$ cat src/hdl/linear_array_deque_top_defines.svh
// Assertion macros for the linear array deque.
`ifndef LINEAR_ARRAY_DEQUE_TOP_DEFINES_SVH
`define LINEAR_ARRAY_DEQUE_TOP_DEFINES_SVH

// Consequent must hold in the cycle after the antecedent.
`define LDA_ASSERT_NEXT(lbl, clk, rst_n, ante, cons, msg) \
	lbl: assert property (@(posedge clk) disable iff (!rst_n) (ante) |=> (cons)) \
		else $error(msg);

// Consequent must hold in the same cycle as the antecedent.
`define LDA_ASSERT_SAME(lbl, clk, rst_n, ante, cons, msg) \
	lbl: assert property (@(posedge clk) disable iff (!rst_n) (ante) |-> (cons)) \
		else $error(msg);

`endif

$ cat src/hdl/lda_pkg.sv
// Shared constants and types for the linear array deque.
`default_nettype none
package lda_pkg;

	localparam int DATA_W    = 32;
	localparam int DEPTH_DEF = 16;

	localparam logic [1:0] OP_PUSH_REAR  = 2'd0;
	localparam logic [1:0] OP_PUSH_FRONT = 2'd1;
	localparam logic [1:0] OP_POP_FRONT  = 2'd2;
	localparam logic [1:0] OP_POP_REAR   = 2'd3;

	localparam logic [1:0] ST_OK        = 2'd0;
	localparam logic [1:0] ST_REAR_FULL = 2'd1;
	localparam logic [1:0] ST_FRONT_BEG = 2'd2;
	localparam logic [1:0] ST_EMPTY     = 2'd3;

	// controller to datapath
	typedef struct packed {
		logic exec;
	} cmd_t;

	// datapath flags, read at the top level
	typedef struct packed {
		logic empty;
		logic rear_full;
	} stat_t;

endpackage
`default_nettype wire

$ cat src/hdl/lda_ctrl.sv
// Request/response sequencer for the linear array deque.
`default_nettype none
module lda_ctrl (
	input  wire logic        clk,
	input  wire logic        arst_n,
	input  wire logic        start,
	output lda_pkg::cmd_t    cmd,
	output logic             busy,
	output logic             done
);

	localparam logic S_IDLE = 1'b0;
	localparam logic S_RESP = 1'b1;

	logic state_q;
	logic state_d;

	always_comb begin
		state_d = state_q;
		case (state_q)
			S_IDLE: begin
				if (start) state_d = S_RESP;
			end
			S_RESP: begin
				state_d = S_IDLE;
			end
			default: begin
				state_d = S_IDLE;
			end
		endcase
	end

	always_ff @(posedge clk or negedge arst_n) begin
		if (!arst_n) begin
			state_q <= S_IDLE;
		end else begin
			state_q <= state_d;
		end
	end

	assign cmd.exec = start && (state_q == S_IDLE);
	assign busy     = (state_q == S_RESP);
	assign done     = (state_q == S_RESP);

endmodule
`default_nettype wire

$ cat src/hdl/lda_dp.sv
// Store, pointers and result registers of the linear array deque.
`default_nettype none
module lda_dp #(
	parameter int DEPTH = lda_pkg::DEPTH_DEF
) (
	input  wire logic                             clk,
	input  wire logic                             arst_n,
	input  wire lda_pkg::cmd_t                    cmd,
	input  wire logic [1:0]                       op,
	input  wire logic signed [lda_pkg::DATA_W-1:0] push_value,
	output lda_pkg::stat_t                        stat,
	output logic signed [lda_pkg::DATA_W-1:0]     pop_value,
	output logic [1:0]                            status
);

	localparam int AW = (DEPTH > 1) ? $clog2(DEPTH) : 1;
	localparam int PW = $clog2(DEPTH + 1);
	localparam logic [PW-1:0] PTR_FULL = PW'(DEPTH);

	localparam logic [1:0] SEL_ZERO = 2'd0;
	localparam logic [1:0] SEL_NEG  = 2'd1;
	localparam logic [1:0] SEL_MEM  = 2'd2;

	logic [lda_pkg::DATA_W-1:0] mem [DEPTH];

	logic [PW-1:0]              front_q, rear_q;
	logic [PW-1:0]              front_d, rear_d;
	logic [PW-1:0]              front_m1, rear_m1;
	logic [1:0]                 status_q, status_d;
	logic [1:0]                 sel_q, sel_d;
	logic [lda_pkg::DATA_W-1:0] rdata_q;
	logic                       wr_en, rd_en;
	logic [AW-1:0]              addr;
	logic                       empty, rear_full;

	assign empty     = !(front_q < rear_q);
	assign rear_full = (rear_q == PTR_FULL);
	assign front_m1  = front_q - 1'b1;
	assign rear_m1   = rear_q - 1'b1;

	always_comb begin
		front_d  = front_q;
		rear_d   = rear_q;
		status_d = status_q;
		sel_d    = sel_q;
		wr_en    = 1'b0;
		rd_en    = 1'b0;
		addr     = rear_q[AW-1:0];
		if (cmd.exec) begin
			status_d = lda_pkg::ST_OK;
			sel_d    = SEL_ZERO;
			case (op)
				lda_pkg::OP_PUSH_REAR: begin
					if (rear_full) begin
						status_d = lda_pkg::ST_REAR_FULL;
					end else begin
						wr_en  = 1'b1;
						addr   = rear_q[AW-1:0];
						rear_d = rear_q + 1'b1;
					end
				end
				lda_pkg::OP_PUSH_FRONT: begin
					if (front_q == '0) begin
						status_d = lda_pkg::ST_FRONT_BEG;
					end else if (rear_full) begin
						status_d = lda_pkg::ST_REAR_FULL;
					end else begin
						wr_en   = 1'b1;
						addr    = front_m1[AW-1:0];
						front_d = front_m1;
					end
				end
				lda_pkg::OP_POP_FRONT: begin
					if (empty) begin
						status_d = lda_pkg::ST_EMPTY;
						sel_d    = SEL_NEG;
					end else begin
						rd_en   = 1'b1;
						addr    = front_q[AW-1:0];
						front_d = front_q + 1'b1;
						sel_d   = SEL_MEM;
					end
				end
				lda_pkg::OP_POP_REAR: begin
					if (empty) begin
						status_d = lda_pkg::ST_EMPTY;
						sel_d    = SEL_NEG;
					end else begin
						rd_en  = 1'b1;
						addr   = rear_m1[AW-1:0];
						rear_d = rear_m1;
						sel_d  = SEL_MEM;
					end
				end
				default: begin
					status_d = lda_pkg::ST_OK;
				end
			endcase
		end
	end

	// single-port store: one write or one read per request
	always_ff @(posedge clk) begin
		if (wr_en) mem[addr] <= push_value;
		if (rd_en) rdata_q <= mem[addr];
	end

	always_ff @(posedge clk or negedge arst_n) begin
		if (!arst_n) begin
			front_q  <= '0;
			rear_q   <= '0;
			status_q <= lda_pkg::ST_OK;
			sel_q    <= SEL_ZERO;
		end else begin
			front_q  <= front_d;
			rear_q   <= rear_d;
			status_q <= status_d;
			sel_q    <= sel_d;
		end
	end

	always_comb begin
		case (sel_q)
			SEL_MEM:  pop_value = rdata_q;
			SEL_NEG:  pop_value = '1;
			default:  pop_value = '0;
		endcase
	end

	assign status         = status_q;
	assign stat.empty     = empty;
	assign stat.rear_full = rear_full;

endmodule
`default_nettype wire

$ cat src/hdl/linear_array_deque_top.sv
// Top level of the linear array deque: sequencer plus store datapath.
// A request taken at a clock edge (start high, busy low) is answered
// in the next cycle, with done high for exactly that one cycle.
// No new request is taken while a response is pending; busy stays high for the
// response cycle.
// Reset: arst_n clears both indices (queue empty) and the sequencer; the store
// itself is not cleared, so no clearing pass is needed. The receiver cannot stall.
`default_nettype none
`include "linear_array_deque_top_defines.svh"
module linear_array_deque_top #(
	parameter int DEPTH = lda_pkg::DEPTH_DEF
) (
	input  wire logic                              clk,
	input  wire logic                              arst_n,
	input  wire logic                              start,
	output logic                                   busy,
	input  wire logic [1:0]                        op,
	input  wire logic signed [lda_pkg::DATA_W-1:0] push_value,
	output logic                                   done,
	output logic signed [lda_pkg::DATA_W-1:0]      pop_value,
	output logic [1:0]                             status
);

	// Command from the sequencer: perform the transaction this cycle.
	lda_pkg::cmd_t  cmd;
	// Live flags of the queue, taken from the index registers.
	lda_pkg::stat_t stat;

	lda_ctrl u_ctrl (
		.clk    (clk),
		.arst_n (arst_n),
		.start  (start),
		.cmd    (cmd),
		.busy   (busy),
		.done   (done)
	);

	// Decide, update the indices and touch the store at the accepting edge;
	// hold the read word and status for the response cycle.
	lda_dp #(
		.DEPTH (DEPTH)
	) u_dp (
		.clk        (clk),
		.arst_n     (arst_n),
		.cmd        (cmd),
		.op         (op),
		.push_value (push_value),
		.stat       (stat),
		.pop_value  (pop_value),
		.status     (status)
	);

	// Every accepted transaction is answered in the very next cycle.
	`LDA_ASSERT_NEXT(a_resp_follows, clk, arst_n, cmd.exec, done, "no response after request")
	// A response only appears while new requests are held off.
	`LDA_ASSERT_SAME(a_done_busy, clk, arst_n, done, busy, "response while not busy")
	// A rear push that fits leaves the queue non-empty.
	`LDA_ASSERT_NEXT(a_push_fill, clk, arst_n, cmd.exec && (op == lda_pkg::OP_PUSH_REAR) && !stat.rear_full, !stat.empty, "queue empty after push")
	// An empty-queue answer always carries the all-ones word.
	`LDA_ASSERT_SAME(a_empty_word, clk, arst_n, done && (status == lda_pkg::ST_EMPTY), pop_value == -32'sd1, "empty pop without -1")

endmodule
`default_nettype wire
$ cat config.mk
export PLATFORM = sky130hd
export DESIGN_NAME = linear_array_deque_top
export DESIGN_NICKNAME = d
export VERILOG_FILES = /design/src/hdl/lda_pkg.sv /design/src/hdl/lda_ctrl.sv /design/src/hdl/lda_dp.sv /design/src/hdl/linear_array_deque_top.sv
export VERILOG_INCLUDE_DIRS = /design/src /design/src/hdl
export SDC_FILE = /design/constraint.sdc
export NUM_CORES = 1
export LEC_CHECK = 0
export BUFFER_PORTS_ARGS = -buffer_cell sky130_fd_sc_hd__buf_2
export CAP_MARGIN = 5
export CORE_ASPECT_RATIO = 1.75
export CORE_MARGIN = 10
export CORE_UTILIZATION = 33
export DETAILED_ROUTE_END_ITERATION = 10
export PLACE_DENSITY = 0.49
export SYNTH_ARGS = -nofsm -noshare
export SYNTH_HDL_FRONTEND = slang
export SYNTH_SLANG_ARGS = --single-unit
$ cat constraint.sdc
create_clock -name clk -period 6.7 [get_ports clk]
set_input_delay 1.005 -clock clk [delete_from_list [all_inputs] [get_ports clk]]
set_output_delay 1.005 -clock clk [all_outputs]
set_load 0.02 [all_outputs]
==> flow_summary_export.csv <==
group,metric,value,unit
run_status,outcome,"finished clean",
clock_network,clock_sinks,559,
clock_network,cts_resized,0,
place,place_inst,2207,
clock_network,cts.clk_slew.worst_paths,0.07,ns
floorplanning,die_width,215.6,um
power,ir_worst_vdd,245.7,uV
grt,grt_max_degree,70,
critical_path,path_max_fanout,24,
floorplanning,dieArea,78120,um2
grt,antenna_found_initial,7,
place,place_congestion,0.8102,
power,p_per_area,407.6,nW/um2
clock_network,cts_buffer_depth,3,
floorplanning,floorplan.initialDensity,33.32,%
place,dp_hpwl,33.56,mm
logic_synthesis,synth_enable_flop_cells,544,
critical_path,r2r_start,"u_dp.rear_q[2]$_DFFE_PN0P_",
layout,fill_cells,6192,
floorplanning,core,66310,um2
flow_run,drv_cap,0,
power,p_total,10300,uW
logic_synthesis,syn-num-nets,1331,
layout,nNetsFinal,1424,
sta,worstMarginPinSlew,1.056,ns
logic_synthesis,netlist_instances,1278,
layout,antenna_cells,0,
drt,drt_iter0_drc,910,
sta,setup_tns,0,ns
drt,drcViolationCount,0,
drt,vias,11880,
sta,maxSlewHeadroom,29.49,%
sta,finClkSkew,0.01787,ns
layout,instances_no_fill,2301,
critical_path,arrival,4.96,ns
logic_synthesis,ys_seq_area_share,75.62,%
drt,routed_wl,59.65,mm
drt,drt_pre_antenna_iters,5,
sta,fmax,222.2,MHz
drt,postRouteAntennaNets,0,
grt,gr-total-overflow,0,
sta,period_needed,4.501,ns
critical_path,crit_start,"op[0]",
drt,routedWlPerCell,25.92,um
critical_path,start_kind,"input port",
place,io_buffers,72,
hold_path,min_path_type,"input port to async pin",
layout,multiInputGateArea,5116,um2
logic_synthesis,postSynth.asyncResetShare,2.683,%
power,p_leak,0.008990,uW
clock_network,post_cts_buffers,0,
clock_network,cts_buffers,51,
grt,grt_pass1_wl,85.96,mm
logic_synthesis,syn_area,22100,um2
sta,setup_viol,0,
layout,drive_above_1_share,15.58,%
clock_network,cts_root_buffer,"clkbuf_16",
critical_path,cp-end-kind,"flop",
logic_synthesis,ys_ff_latch,559,
drt,viasPerCell,5.164,
floorplanning,dieHeight,362.3,um
clock_network,postCtsHoldBufs,0,
logic_synthesis,synth_ff_type,"edfxtp_1",
sta,post-route-period-util,67.18,%
logic_synthesis,syn_avg_cell_area,17.29,um2
floorplanning,num_rows,125,
clock_network,htree_levels,2,
sta,maxSlewViolCount,0,
sta,rsz0062_at_grt,"false",
clock_network,insertion_delay,0.58,ns
critical_path,worstSetupPathType,"input port to flop",
critical_path,critical_path_required,7.16,ns
logic_synthesis,yosys_warnings,0,
grt,groute.usage.overall,14.88,%
layout,syn_to_final_growth,14.40,%
logic_synthesis,synth_cell_type_count,54,
layout,seqCellArea,16710,um2
floorplanning,num_io_pins,73,
sta,hold_viol,0,
clock_network,cts_tree,"done",
grt,grt_pass1_vias,12280,
==> final cells by class <==
type	instances	share of cell area, %
sequential	559	66.10
multi-input combinational	634	20.24
clock buffer	61	5.197
tap	889	4.400
timing repair buffer	110	2.653
clock inverter	33	1.188
inverter	15	0.2227
==> metrics by stage <==
stage	util, %	instance area [um2]	setup WS (ns)	hold slack, ns
floorplan	-	22100	1.230	0.4761
global placement	35.69	23670	1.828	0.4643
detailed placement	35.69	23670	1.726	0.4723
CTS	38.12	25280	2.342	0.3250
global route	38.12	25280	1.994	0.3447
finish	38.12	25280	2.199	0.3368
==> registers in the layout, indices dropped and copies added (netlist names) <==
signal,count
u_ctrl.busy,1
u_dp.front_q,5
u_dp.mem,512
u_dp.rdata_q,32
u_dp.rear_q,5
u_dp.sel_q,2
u_dp.status,2
==> kinds of logic after synthesis <==
group / count (synthesis) / synth area share (%)
fa+ha+maj: 16 / 0.9059
buf+inv: 85 / 1.897
compound gates: 206 / 5.764
xor+xnor: 12 / 0.4756
flops: 559 / 75.62
simple gates: 142 / 3.652
mux: 258 / 11.69
==> path summary, 6_finish.rpt <==
check	endpoint	slack [ns]	cells after the start
hold reg to reg	u_dp.status[1]$_DFFE_PN0P_	0.49	1
setup / recovery	u_dp.rdata_q[18]$_DFFE_PP_	2.20	11
setup reg to reg	u_dp.rdata_q[18]$_DFFE_PP_	2.30	10
max in group asynchronous	u_dp.front_q[4]$_DFFE_PN0P_	6.08	1
min in group clk	u_dp.status[1]$_DFFE_PN0P_	0.49	1
hold / removal	u_dp.rear_q[0]$_DFFE_PN0P_	0.34	1
==> worst max-delay path, stage by stage <==
cell,delay [ns]
buf_2,0.11
inv_1,0.06
ha_1,0.26
nor3b_1,0.48
o21ai_0,0.18
a21o_1,0.24
a221oi_1,0.66
nand3_2,0.98
buf_4,0.52
o22ai_1,0.30
or4_1,0.17
==> metal layers <==
metal  track usage (%)  wire length, um  vias up
met2             26.53            30900      317
li1                  -                -     5306
met3             2.125             2500      107
met5                 0               15        -
met1             18.11            24660     6149
met4             4.846             1573        4
==> cell usage in the layout (no fill, tap or decap), drive strengths merged, types with 15 or more instances in the layout <==
cell	n
buf	110
dfrtp	15
nor2	46
inv	20
a21oi	45
clkbuf	61
edfxtp	544
ha	16
or4	35
clkinv	23
mux2i	258
o22ai	129
==> synthesized netlist by cell type (3+ instances only) <==
library cell | n | area (um2)
clkbuf_1 | 22 | 82.58
mux2i_1 | 258 | 2582
inv_1 | 15 | 56.30
dfrtp_1 | 15 | 375.4
xnor2_1 | 7 | 61.31
nand2b_1 | 3 | 18.77
nand4_1 | 3 | 18.77
nor2b_1 | 6 | 37.54
nand2_1 | 12 | 45.04
buf_6 | 5 | 56.30
or4_1 | 34 | 255.2
a21o_1 | 3 | 22.52
nor3_1 | 14 | 70.07
edfxtp_1 | 544 | 16340
ha_1 | 16 | 200.2
nand3_1 | 8 | 40.04
xor2_1 | 5 | 43.79
buf_4 | 4 | 30.03
a21oi_1 | 45 | 225.2
buf_2 | 37 | 185.2
o21ai_0 | 9 | 45.04
o22ai_1 | 129 | 807.0
nor2_1 | 46 | 172.7
==> power breakdown <==
part           leakage, uW  internal, uW  switching (uW)  total (uW)
Clock             0.000797          1600            1270        2870
Combinational      0.00311          1150            2030        3180
Sequential         0.00508          4130             125        4260
Note: power is estimated with default switching activity, not from simulation.
